**src/rtl/lshp_pkg.sv**
```systemverilog
// Package for the laser scan header parser: parse phases, wire/field codes,
// status codes and the result record type. No dependencies.
package lshp_pkg;

  typedef enum logic [2:0] {
    PH_TAG    = 3'd0,
    PH_VAR    = 3'd1,
    PH_LEN    = 3'd2,
    PH_FIX    = 3'd3,
    PH_SKIP   = 3'd4,
    PH_FRAME  = 3'd5,
    PH_PACKED = 3'd6,
    PH_STOP   = 3'd7
  } lshp_phase_e;

  localparam logic [2:0] WIRE_VARINT = 3'd0;
  localparam logic [2:0] WIRE_I64    = 3'd1;
  localparam logic [2:0] WIRE_LEN    = 3'd2;
  localparam logic [2:0] WIRE_I32    = 3'd5;

  localparam logic [28:0] FLD_TIMESTAMP = 29'd1;
  localparam logic [28:0] FLD_FRAME_ID  = 29'd2;
  localparam logic [28:0] FLD_START_ANG = 29'd4;
  localparam logic [28:0] FLD_END_ANG   = 29'd5;
  localparam logic [28:0] FLD_RANGES    = 29'd6;

  // inner timestamp fields
  localparam logic [28:0] TS_SECONDS = 29'd1;
  localparam logic [28:0] TS_NANOS   = 29'd2;

  localparam logic [2:0] ST_OK        = 3'd0;
  localparam logic [2:0] ST_BAD_WIRE  = 3'd1;
  localparam logic [2:0] ST_TRUNC     = 3'd2;
  localparam logic [2:0] ST_PACKED    = 3'd3;
  localparam logic [2:0] ST_VAR_LONG  = 3'd4;

  localparam logic       KIND_FRAME   = 1'b0;
  localparam logic       KIND_SUMMARY = 1'b1;

  localparam logic [3:0]  VARINT_MAX = 4'd10;
  localparam logic [29:0] NS_PER_S   = 30'd1000000000;

  typedef struct packed {
    logic        kind;
    logic [7:0]  frame_byte;
    logic        frame_start;
    logic [63:0] stamp_ns;
    logic [63:0] start_bits;
    logic [63:0] end_bits;
    logic [31:0] range_count;
    logic [2:0]  status;
  } lshp_rec_t;

  // up to two results per accepted byte, frame record first
  typedef struct packed {
    logic      vld0;
    logic      vld1;
    lshp_rec_t rec0;
    lshp_rec_t rec1;
  } lshp_push_t;

endpackage

```
**src/rtl/laser_scan_header_parser_core.sv**
```systemverilog
// Top level of the laser scan header parser: byte parser feeding a result
// queue. Depends on lshp_pkg, lshp_parser and lshp_resq.
//
//  channel  | direction | handshake          | payload
//  ---------+-----------+--------------------+------------------------------------
//  input    | in        | push / full        | in_byte_i, in_last_i
//  result   | out       | pop / empty        | res_kind_o, frame_byte_o, frame_start_o,
//           |           |                    | stamp_ns_o, start/end_angle_bits_o,
//           |           |                    | range_count_o, status_o
//
// One byte is decoded per cycle; a new byte may be pushed every cycle while
// the queue has two free entries. A result is queued in the cycle after the
// byte that caused it. The timestamp product is built per varint byte with one
// 7x30 multiply, so the single parser step sets the rate of one byte a cycle.
// Reset clears the parser and empties the queue; no clearing pass is needed.
// A stalled result side raises full once three of the four queue entries hold.
module laser_scan_header_parser_core #(
  parameter int COUNT_WIDTH = 32
) (
  input  logic        clk_i,
  input  logic        rst_ni,
  input  logic        push,
  output logic        full,
  input  logic [7:0]  in_byte_i,
  input  logic        in_last_i,
  output logic        empty,
  input  logic        pop,
  output logic        res_kind_o,
  output logic [7:0]  frame_byte_o,
  output logic        frame_start_o,
  output logic signed [63:0] stamp_ns_o,
  output logic [63:0] start_angle_bits_o,
  output logic [63:0] end_angle_bits_o,
  output logic [31:0] range_count_o,
  output logic [2:0]  status_o
);
  import lshp_pkg::*;

  lshp_push_t push_w;
  lshp_rec_t  head_w;
  logic       take;

  // accept a request only when two queue entries are free
  assign take = push && !full;

  lshp_parser #(.COUNT_WIDTH(COUNT_WIDTH)) u_parser (
    .clk_i     (clk_i),
    .rst_ni    (rst_ni),
    .take_i    (take),
    .in_byte_i (in_byte_i),
    .in_last_i (in_last_i),
    .push_o    (push_w)
  );

  lshp_resq u_resq (
    .clk_i   (clk_i),
    .rst_ni  (rst_ni),
    .push_i  (push_w),
    .pop_i   (pop),
    .full_o  (full),
    .empty_o (empty),
    .head_o  (head_w)
  );

  assign res_kind_o         = head_w.kind;
  assign frame_byte_o       = head_w.frame_byte;
  assign frame_start_o      = head_w.frame_start;
  assign stamp_ns_o         = head_w.stamp_ns;
  assign start_angle_bits_o = head_w.start_bits;
  assign end_angle_bits_o   = head_w.end_bits;
  assign range_count_o      = head_w.range_count;
  assign status_o           = head_w.status;

endmodule

```
**src/rtl/lshp_parser.sv**
```systemverilog
// Front part: decodes one message byte per accepted request and emits
// frame id and summary records. Depends on lshp_pkg.
module lshp_parser #(
  parameter int COUNT_WIDTH = 32
) (
  input  logic               clk_i,
  input  logic               rst_ni,
  input  logic               take_i,
  input  logic [7:0]         in_byte_i,
  input  logic               in_last_i,
  output lshp_pkg::lshp_push_t push_o
);
  import lshp_pkg::*;

  localparam int SUM_W = ((COUNT_WIDTH > 32) ? COUNT_WIDTH : 32) + 1;
  localparam logic [SUM_W-1:0] CNT_MAX = SUM_W'({COUNT_WIDTH{1'b1}});

  lshp_phase_e ph_q, ph_d;
  logic [63:0] acc_q, acc_d, prod_q, prod_d;
  logic [3:0]  vb_q, vb_d;
  logic [28:0] fn_q, fn_d;
  logic [2:0]  wk_q, wk_d;
  logic [31:0] bl_q, bl_d, sub_q, sub_d;
  logic        in_ts_q, in_ts_d;
  logic [63:0] secs_q, secs_d;
  logic [31:0] nanos_q, nanos_d;
  logic [63:0] ts_q, ts_d, sa_q, sa_d, ea_q, ea_d;
  logic [COUNT_WIDTH-1:0] rng_q, rng_d;
  logic [2:0]  err_q, err_d;

  logic [6:0]  b7;
  logic [63:0] var_term, prod_term, fix_term;
  logic [SUM_W-1:0] sum_one, sum_pk;
  logic [COUNT_WIDTH-1:0] rng_one, rng_pk;
  logic [31:0] len, tag;
  logic [3:0]  vb_inc;
  logic        vdone, vlong;
  logic [63:0] rng64;
  logic [2:0]  st;

  assign b7        = in_byte_i[6:0];
  assign var_term  = 64'(b7) << (7 * 32'(vb_q));
  assign prod_term = 64'(37'(b7) * 37'(NS_PER_S)) << (7 * 32'(vb_q));
  assign fix_term  = 64'(in_byte_i) << (8 * 32'(vb_q[2:0]));

  // saturating range counts, one for an unpacked record, one for a packed run
  assign sum_one = SUM_W'(rng_q) + SUM_W'(1);
  assign sum_pk  = SUM_W'(rng_q) + SUM_W'(acc_q[28:0]);
  assign rng_one = (sum_one > CNT_MAX) ? '1 : sum_one[COUNT_WIDTH-1:0];
  assign rng_pk  = (sum_pk > CNT_MAX) ? '1 : sum_pk[COUNT_WIDTH-1:0];

  always_comb begin
    ph_d = ph_q; acc_d = acc_q; prod_d = prod_q; vb_d = vb_q; fn_d = fn_q;
    wk_d = wk_q; bl_d = bl_q; sub_d = sub_q; in_ts_d = in_ts_q;
    secs_d = secs_q; nanos_d = nanos_q; ts_d = ts_q; sa_d = sa_q; ea_d = ea_q;
    rng_d = rng_q; err_d = err_q;
    push_o = '0;
    vb_inc = vb_q + 4'd1;
    vdone = 1'b0; vlong = 1'b0;
    len = 32'd0; tag = 32'd0; st = ST_OK; rng64 = 64'd0;

    if (take_i) begin
      if (ph_q != PH_STOP) begin
        if (in_ts_q && sub_q != 32'd0) sub_d = sub_q - 32'd1;
        case (ph_q)
          PH_TAG, PH_VAR, PH_LEN: begin
            if (vb_q < VARINT_MAX) begin
              acc_d  = acc_q | var_term;
              prod_d = prod_q + prod_term;
            end
            vb_d  = vb_inc;
            vdone = !in_byte_i[7];
            vlong = in_byte_i[7] && (vb_inc >= VARINT_MAX);
            len   = acc_d[31:0];
            tag   = acc_d[31:0];
            if (vlong) begin
              err_d = ST_VAR_LONG; ph_d = PH_STOP;
            end else if (vdone) begin
              if (ph_q == PH_TAG) begin
                fn_d = tag[31:3];
                wk_d = tag[2:0];
                if (tag == 32'd0) begin
                  if (in_ts_q) begin
                    ts_d = secs_d + {{32{nanos_d[31]}}, nanos_d};
                    in_ts_d = 1'b0;
                    acc_d = '0; prod_d = '0; vb_d = '0; ph_d = PH_TAG;
                  end else begin
                    ph_d = PH_STOP;
                  end
                end else begin
                  acc_d = '0; prod_d = '0; vb_d = '0;
                  case (tag[2:0])
                    WIRE_VARINT: ph_d = PH_VAR;
                    WIRE_I64: begin bl_d = 32'd8; ph_d = PH_FIX; end
                    WIRE_LEN:    ph_d = PH_LEN;
                    WIRE_I32: begin bl_d = 32'd4; ph_d = PH_FIX; end
                    default: begin err_d = ST_BAD_WIRE; ph_d = PH_STOP; end
                  endcase
                end
              end else if (ph_q == PH_VAR) begin
                if (in_ts_q) begin
                  if (fn_q == TS_SECONDS) secs_d = prod_d;
                  else if (fn_q == TS_NANOS) nanos_d = acc_d[31:0];
                end
                acc_d = '0; prod_d = '0; vb_d = '0; ph_d = PH_TAG;
              end else begin
                // length prefix done: pick the consumer of the payload
                acc_d = '0; prod_d = '0; vb_d = '0; ph_d = PH_TAG;
                if (in_ts_q) begin
                  if (len > sub_d) begin
                    err_d = ST_TRUNC; ph_d = PH_STOP;
                  end else if (len != 32'd0) begin
                    bl_d = len; ph_d = PH_SKIP;
                  end
                end else if (fn_q == FLD_TIMESTAMP) begin
                  in_ts_d = 1'b1; sub_d = len; secs_d = '0; nanos_d = '0;
                end else if (fn_q == FLD_FRAME_ID) begin
                  if (len != 32'd0) begin
                    bl_d = len; ph_d = PH_FRAME;
                  end
                end else if (fn_q == FLD_RANGES) begin
                  if (len[2:0] != 3'd0) begin
                    err_d = ST_PACKED; ph_d = PH_STOP;
                  end else if (len != 32'd0) begin
                    bl_d = len; acc_d = 64'(len[31:3]); ph_d = PH_PACKED;
                  end
                end else if (len != 32'd0) begin
                  bl_d = len; ph_d = PH_SKIP;
                end
              end
            end
          end
          PH_FIX: begin
            acc_d = acc_q | fix_term;
            vb_d  = vb_inc;
            bl_d  = bl_q - 32'd1;
            if (bl_d == 32'd0) begin
              if (!in_ts_q && wk_q == WIRE_I64) begin
                if (fn_q == FLD_START_ANG) sa_d = acc_d;
                else if (fn_q == FLD_END_ANG) ea_d = acc_d;
                else if (fn_q == FLD_RANGES) rng_d = rng_one;
              end
              acc_d = '0; prod_d = '0; vb_d = '0; ph_d = PH_TAG;
            end
          end
          PH_SKIP: begin
            bl_d = bl_q - 32'd1;
            if (bl_d == 32'd0) begin
              acc_d = '0; prod_d = '0; vb_d = '0; ph_d = PH_TAG;
            end
          end
          PH_FRAME: begin
            push_o.vld0 = 1'b1;
            push_o.rec0.kind = KIND_FRAME;
            push_o.rec0.frame_byte = in_byte_i;
            push_o.rec0.frame_start = (vb_q == 4'd0);
            vb_d = 4'd1;
            bl_d = bl_q - 32'd1;
            if (bl_d == 32'd0) begin
              acc_d = '0; prod_d = '0; vb_d = '0; ph_d = PH_TAG;
            end
          end
          PH_PACKED: begin
            bl_d = bl_q - 32'd1;
            if (bl_d == 32'd0) begin
              rng_d = rng_pk;
              acc_d = '0; prod_d = '0; vb_d = '0; ph_d = PH_TAG;
            end
          end
          default: ;
        endcase
        // submessage length used up
        if (ph_d != PH_STOP && in_ts_d && sub_d == 32'd0) begin
          if (ph_d == PH_TAG) begin
            ts_d = secs_d + {{32{nanos_d[31]}}, nanos_d};
            in_ts_d = 1'b0;
            acc_d = '0; prod_d = '0; vb_d = '0;
          end else begin
            err_d = ST_TRUNC; ph_d = PH_STOP;
          end
        end
      end

      if (in_last_i) begin
        if (ph_d == PH_STOP) begin
          st = err_d;
        end else if (ph_d == PH_TAG) begin
          if (in_ts_d) ts_d = secs_d + {{32{nanos_d[31]}}, nanos_d};
          st = ST_OK;
        end else begin
          st = ST_TRUNC;
        end
        rng64 = 64'(rng_d);
        if (push_o.vld0) begin
          push_o.vld1 = 1'b1;
          push_o.rec1.kind = KIND_SUMMARY;
          push_o.rec1.stamp_ns = ts_d;
          push_o.rec1.start_bits = sa_d;
          push_o.rec1.end_bits = ea_d;
          push_o.rec1.range_count = (rng64 > 64'hFFFF_FFFF) ? '1 : rng64[31:0];
          push_o.rec1.status = st;
        end else begin
          push_o.vld0 = 1'b1;
          push_o.rec0.kind = KIND_SUMMARY;
          push_o.rec0.stamp_ns = ts_d;
          push_o.rec0.start_bits = sa_d;
          push_o.rec0.end_bits = ea_d;
          push_o.rec0.range_count = (rng64 > 64'hFFFF_FFFF) ? '1 : rng64[31:0];
          push_o.rec0.status = st;
        end
        // back to reset state for the next message
        ph_d = PH_TAG; acc_d = '0; prod_d = '0; vb_d = '0; fn_d = '0; wk_d = '0;
        bl_d = '0; sub_d = '0; in_ts_d = 1'b0; secs_d = '0; nanos_d = '0;
        ts_d = '0; sa_d = '0; ea_d = '0; rng_d = '0; err_d = ST_OK;
      end
    end
  end

  always_ff @(posedge clk_i or negedge rst_ni) begin
    if (!rst_ni) begin
      ph_q <= PH_TAG; acc_q <= '0; prod_q <= '0; vb_q <= '0; fn_q <= '0; wk_q <= '0;
      bl_q <= '0; sub_q <= '0; in_ts_q <= 1'b0; secs_q <= '0; nanos_q <= '0;
      ts_q <= '0; sa_q <= '0; ea_q <= '0; rng_q <= '0; err_q <= ST_OK;
    end else begin
      ph_q <= ph_d; acc_q <= acc_d; prod_q <= prod_d; vb_q <= vb_d; fn_q <= fn_d;
      wk_q <= wk_d; bl_q <= bl_d; sub_q <= sub_d; in_ts_q <= in_ts_d;
      secs_q <= secs_d; nanos_q <= nanos_d; ts_q <= ts_d; sa_q <= sa_d;
      ea_q <= ea_d; rng_q <= rng_d; err_q <= err_d;
    end
  end

endmodule

```
**src/rtl/lshp_resq.sv**
```systemverilog
// Back part: four-entry result queue taking up to two records a cycle and
// handing out one per pop. Depends on lshp_pkg.
module lshp_resq (
  input  logic                 clk_i,
  input  logic                 rst_ni,
  input  lshp_pkg::lshp_push_t push_i,
  input  logic                 pop_i,
  output logic                 full_o,
  output logic                 empty_o,
  output lshp_pkg::lshp_rec_t  head_o
);
  import lshp_pkg::*;

  lshp_rec_t  mem_q [4];
  logic [1:0] wp_q, wp_d, rp_q, rp_d;
  logic [2:0] cnt_q, cnt_d;
  logic       do_pop;

  assign empty_o = (cnt_q == 3'd0);
  // hold back when fewer than two entries are free
  assign full_o  = (cnt_q > 3'd2);
  assign head_o  = mem_q[rp_q];
  assign do_pop  = pop_i && !empty_o;

  always_comb begin
    wp_d  = wp_q + 2'(push_i.vld0) + 2'(push_i.vld1);
    rp_d  = rp_q + 2'(do_pop);
    cnt_d = cnt_q + 3'(push_i.vld0) + 3'(push_i.vld1) - 3'(do_pop);
  end

  always_ff @(posedge clk_i) begin
    if (push_i.vld0) mem_q[wp_q] <= push_i.rec0;
    if (push_i.vld1) mem_q[wp_q + 2'd1] <= push_i.rec1;
  end

  always_ff @(posedge clk_i or negedge rst_ni) begin
    if (!rst_ni) begin
      wp_q <= '0; rp_q <= '0; cnt_q <= '0;
    end else begin
      wp_q <= wp_d; rp_q <= rp_d; cnt_q <= cnt_d;
    end
  end

endmodule
```
**config.mk**
```make
export PLATFORM = sky130hd
export DESIGN_NAME = laser_scan_header_parser_core
export DESIGN_NICKNAME = d
export VERILOG_FILES = /design/src/rtl/lshp_pkg.sv /design/src/rtl/laser_scan_header_parser_core.sv /design/src/rtl/lshp_parser.sv /design/src/rtl/lshp_resq.sv
export SDC_FILE = /design/constraint.sdc
export NUM_CORES = 2
export LEC_CHECK = 0
export ABC_CLOCK_PERIOD_IN_PS = 11400
export BUFFER_PORTS_ARGS = -buffer_cell sky130_fd_sc_hd__buf_4
export CAP_MARGIN = 30
export CELL_PAD_IN_SITES_DETAIL_PLACEMENT = 1
export CELL_PAD_IN_SITES_GLOBAL_PLACEMENT = 1
export CORE_MARGIN = 4
export CORE_UTILIZATION = 45
export CTS_BUF_LIST = sky130_fd_sc_hd__clkbuf_2 sky130_fd_sc_hd__clkbuf_4 sky130_fd_sc_hd__clkbuf_8
export CTS_CLUSTER_SIZE = 16
export DETAILED_ROUTE_END_ITERATION = 10
export GPL_TIMING_DRIVEN = 0
export PLACE_DENSITY_LB_ADDON = 0.1
export SETUP_SLACK_MARGIN = 0.02
export SLEW_MARGIN = 20
export SYNTH_ARGS = -nofsm -noshare
export SYNTH_HDL_FRONTEND = slang
export SYNTH_SLANG_ARGS = --single-unit
export TNS_END_PERCENT = 1
```
**constraint.sdc**
```tcl
create_clock -name clk_i -period 11.4 [get_ports clk_i]
set_clock_uncertainty 0.2 [all_clocks]
set_input_delay 2.28 -clock clk_i [delete_from_list [all_inputs] [get_ports clk_i]]
set_output_delay 2.28 -clock clk_i [all_outputs]
set_load 0.05 [all_outputs]
```
==> flow_summary.toml <==
[layout]
synthToLayoutAreaGrowth_pct = 16.59
layout.cells.non_filler = 13100
nFillCells = 22880
drive_gt1_frac = 0.1537
nets = 10640
fin_area_um2 = 107700

[critical_path]
r2r_start = "u_parser.vb_q[0]$_DFFE_PN0P_"
worst_path_largest_cell_delay_ns = 0.45
slowest_stage = "or4_4"
crit_arrival_ns = 13.31
cp_max_fo = 10
startpoint_type = "primary input"
path_common_cell = "a21oi_1"
reg2reg_to = "u_resq.mem_q[0][226]$_DFFE_PP_"
reg2reg_slack_ns = -0.93
cp.required_ns = 12.10
reg2reg_depth = 36
setup.worst_path.end_class = "flop"
path_class = "primary input to flop"

[power_and_ir_drop]
comb_power_share = 0.576
netSwitchingFraction = 0.4964
powerDensity_nw_per_um2 = 276.1
ir_drop_uv = 210.2
p_leak_nw = 42.09
intPower_mw = 14.97
pwr-share-seq = 0.232
clkPwrFrac = 0.191
switchingPower_mw = 14.76
power.total_mw = 29.73

[logic_synthesis]
synth_compound_area_frac = 0.1934
synthesis.area_um2 = 92360
synth-xor-area-share = 0.03182
ys_ff_latch = 1510
avgSynthCellArea_um2 = 9.763
synthesis.nets = 9909
synth-simple-area-share = 0.1488
synth_edf_count = 912
ys_seq_area_frac = 0.4566
synth_top_family_by_area = "compound AO/OA/AOI/OAI gates"
ys.flop_type = "edfxtp_1"
postSynth.asyncResetShare = 0.3722
synthMuxAreaShare = 0.07078
ys_types = 102
yosys.area_share.adder = 0.06256
syn_inst = 9460
yosysWarningCount = 0

[die]
fp.dieH_um = 461.0
initial_utilization = 0.4519
io_pins = 252
die_area_um2 = 212600
die_w_um = 461.0
rows = 166
core_um2 = 204400

[min_path]
hold_path_depth = 2
min_from = "u_resq.mem_q[0][227]$_SDFFE_PP0P_"
hold_class = "flop to flop"
hold_end = "u_resq.mem_q[0][227]$_SDFFE_PP0P_"

[clock_tree]
htree_levels = 5
tritoncts = "built"
clk_pin_slew_ns = 0.06
cts_hold_buffers = 0
cts_sinks = 1510
clkLatencyLatePin_ns = 1.09
cts_root_buf = "clkbuf_8"
cts_buffer_depth = 4
numCtsBuffers = 296

[grt]
antenna_found_initial = 15
grt_start_max_net_pins = 90
grt_pass1_wl_mm = 597.9
grt_pass1_vias = 85750
grt_usage = 0.3833
overflow = 0

[route]
wirelength_mm = 415.4
routedWlPerCell_um = 31.72
ant_nets = 0
via_count = 84090
firstDrtPassIters = 6
drt_iter0_drc = 8415
via_per_inst = 6.420
drc = 0

[timing]
fin_crit_ns = 12.62
maxSlewHeadroom = 0.1913
hold_viol = 0
worst_pin_slew_ns = 1.202
holdWs_ns = 0.2629
drv_slew = 0
timing.final.crit_share = 1.107
fmax_ghz = 0.07925
layout_setup_ws_ns = -1.218
setup_viol = 118
rsz0062_at_grt = "true"

[flow_run]
drv_cap = 0

[placement]
hpwl_mm = 313.0
numPortBuffers = 250
finalWeightedCongestion = 0.9971
dp.cells = 12490
place_area_um2 = 99490
preCtsSetupSlack_ns = -4.675

[outcome]
outcome = "complete, but fails checks"
violations = "setup timing"
-- power by group through the flow --
stage	Combinational, mW	Clock [mW]	Sequential, mW
2_1_floorplan	10.0	0	6.80
3_3_place_gp	15.3	0	7.05
3_5_place_dp	15.8	0	6.98
4_1_cts	16.4	5.74	6.88
5_1_grt	18.0	6.01	6.95
6_report	17.1	5.68	6.91
-- routing by layer --
metal / global-route usage / wire [um]
met5: 0 / 93
met4: 0.2332 / 30250
met3: 0.08031 / 33700
met2: 0.5948 / 186100
met1: 0.4935 / 165300
-- cell usage after synthesis, types with 36 or more instances --
cell	count	area share
a211oi_1	71	0.0058
a21o_1	223	0.018
a21oi_1	814	0.044
a22o_1	261	0.025
a22oi_1	37	0.0030
a31oi_1	111	0.0075
and2_1	62	0.0042
and3_1	78	0.0053
buf_1	77	0.0031
clkbuf_1	538	0.022
dfrtp_1	562	0.15
dfxtp_1	36	0.0078
edfxtp_1	912	0.30
fa_1	43	0.0093
ha_1	393	0.053
inv_1	218	0.0089
mux2i_1	85	0.0092
mux4_2	239	0.058
nand2_1	821	0.033
nand2b_1	57	0.0039
nand3_1	140	0.0076
nand4_1	71	0.0048
nor2_1	1543	0.063
nor2b_1	39	0.0026
nor3_1	127	0.0069
nor4_1	54	0.0037
o211ai_1	46	0.0037
o21a_1	56	0.0046
o21ai_0	700	0.038
o21bai_1	47	0.0038
o22ai_1	66	0.0045
or3_1	38	0.0026
xnor2_1	185	0.018
xor2_1	148	0.014
-- how the worst max path moves through the flow --
stage	slack [ns]	start	end
2_1_floorplan	-0.59	in_byte_i[3]	u_resq.mem_q[0][226]$_DFFE_PP_
3_3_place_gp	-5.81	in_byte_i[5]	u_resq.mem_q[2][226]$_DFFE_PP_
3_5_place_dp	-4.68	in_byte_i[5]	u_resq.mem_q[1][226]$_DFFE_PP_
4_1_cts	-1.24	in_byte_i[3]	u_resq.mem_q[2][226]$_DFFE_PP_
5_1_grt	-1.49	in_byte_i[2]	u_resq.mem_q[2][226]$_DFFE_PP_
6_report	-1.22	in_byte_i[5]	u_resq.mem_q[0][226]$_DFFE_PP_
-- sequential cells by signal (all words and copies together) (netlist names), 32 cells and up --
signal,flops
u_resq.mem_q,948
u_parser.prod_q,64
u_parser.acc_q,64
u_parser.sa_q,64
u_parser.rng_q,32
u_parser.ts_q,64
u_parser.nanos_q,32
u_parser.sub_q,32
u_parser.ea_q,64
u_parser.bl_q,32
u_parser.secs_q,64
-- cells by family (layout without fill, tap and decap cells) --
group | Yosys count | in the layout
compound gates | 2808 | 2808
xor+xnor | 334 | 334
fa+ha+maj | 436 | 436
buf+inv | 869 | 1813
flops | 1510 | 1510
mux | 350 | 350
other cells | 0 | 6
simple gates | 3153 | 3153
-- what timing repair did --
action                                  4_1_cts  5_1_grt
pin swaps                                    63       57
gates resized for setup                     226      157
endpoints found under the setup margin      219      191
hold endpoints to repair                      0        0
buffers inserted                             50       18
-- cell type report --
class / instances / area [um^2] / share of cell area
inverters: 223 / 902.1 / 0.008378
diodes: 6 / 15.01 / 0.0001394
well taps: 2688 / 3363 / 0.03123
multi-input cells: 7081 / 48600 / 0.4513
plain buffers: 640 / 2670 / 0.02480
clock buffers: 423 / 5290 / 0.04913
clock inverters: 91 / 606.8 / 0.005636
flip-flops and latches: 1510 / 42170 / 0.3917
repair buffers: 436 / 4061 / 0.03772
-- worst max-delay path: cells and delay by family --
family                   cells  cell delay, ns
AND/OR/NAND/NOR              5            1.19
buffers and inverters        7            1.02
XOR/XNOR                     3            0.63
adder cells (fa/ha/maj)      6            1.84
AO/OA/AOI/OAI               30            6.26
-- through the flow --
stage / TNS [ns] / util
4_1_cts: -79.36 / 0.5218
2_1_floorplan: -18.48 / -
6_report: -69.24 / 0.5269
3_3_place_gp: -3117.90 / 0.4788
3_5_place_dp: -603.50 / 0.4868
5_1_grt: -113.05 / 0.5268
-- layout by cell type, fill, tap and decap left out, types with 56 or more instances in the layout --
cell type / n
nor2_1: 1531
nand2_1: 816
o21ai_1: 66
inv_1: 208
nand3_1: 137
a21oi_1: 754
buf_6: 58
xnor2_1: 176
dfrtp_1: 561
a31oi_1: 92
a211oi_1: 65
buf_4: 328
mux2i_1: 65
mux4_2: 239
clkbuf_1: 494
buf_1: 68
a22o_1: 259
clkbuf_4: 88
o22ai_1: 63
xor2_1: 143
and2_1: 59
edfxtp_1: 912
and3_1: 77
nor3_1: 117
nand2b_1: 56
clkbuf_8: 342
o21ai_0: 626
a21o_1: 222
nand4_1: 71
ha_1: 366
Note: power is estimated with default switching activity, not from simulation.
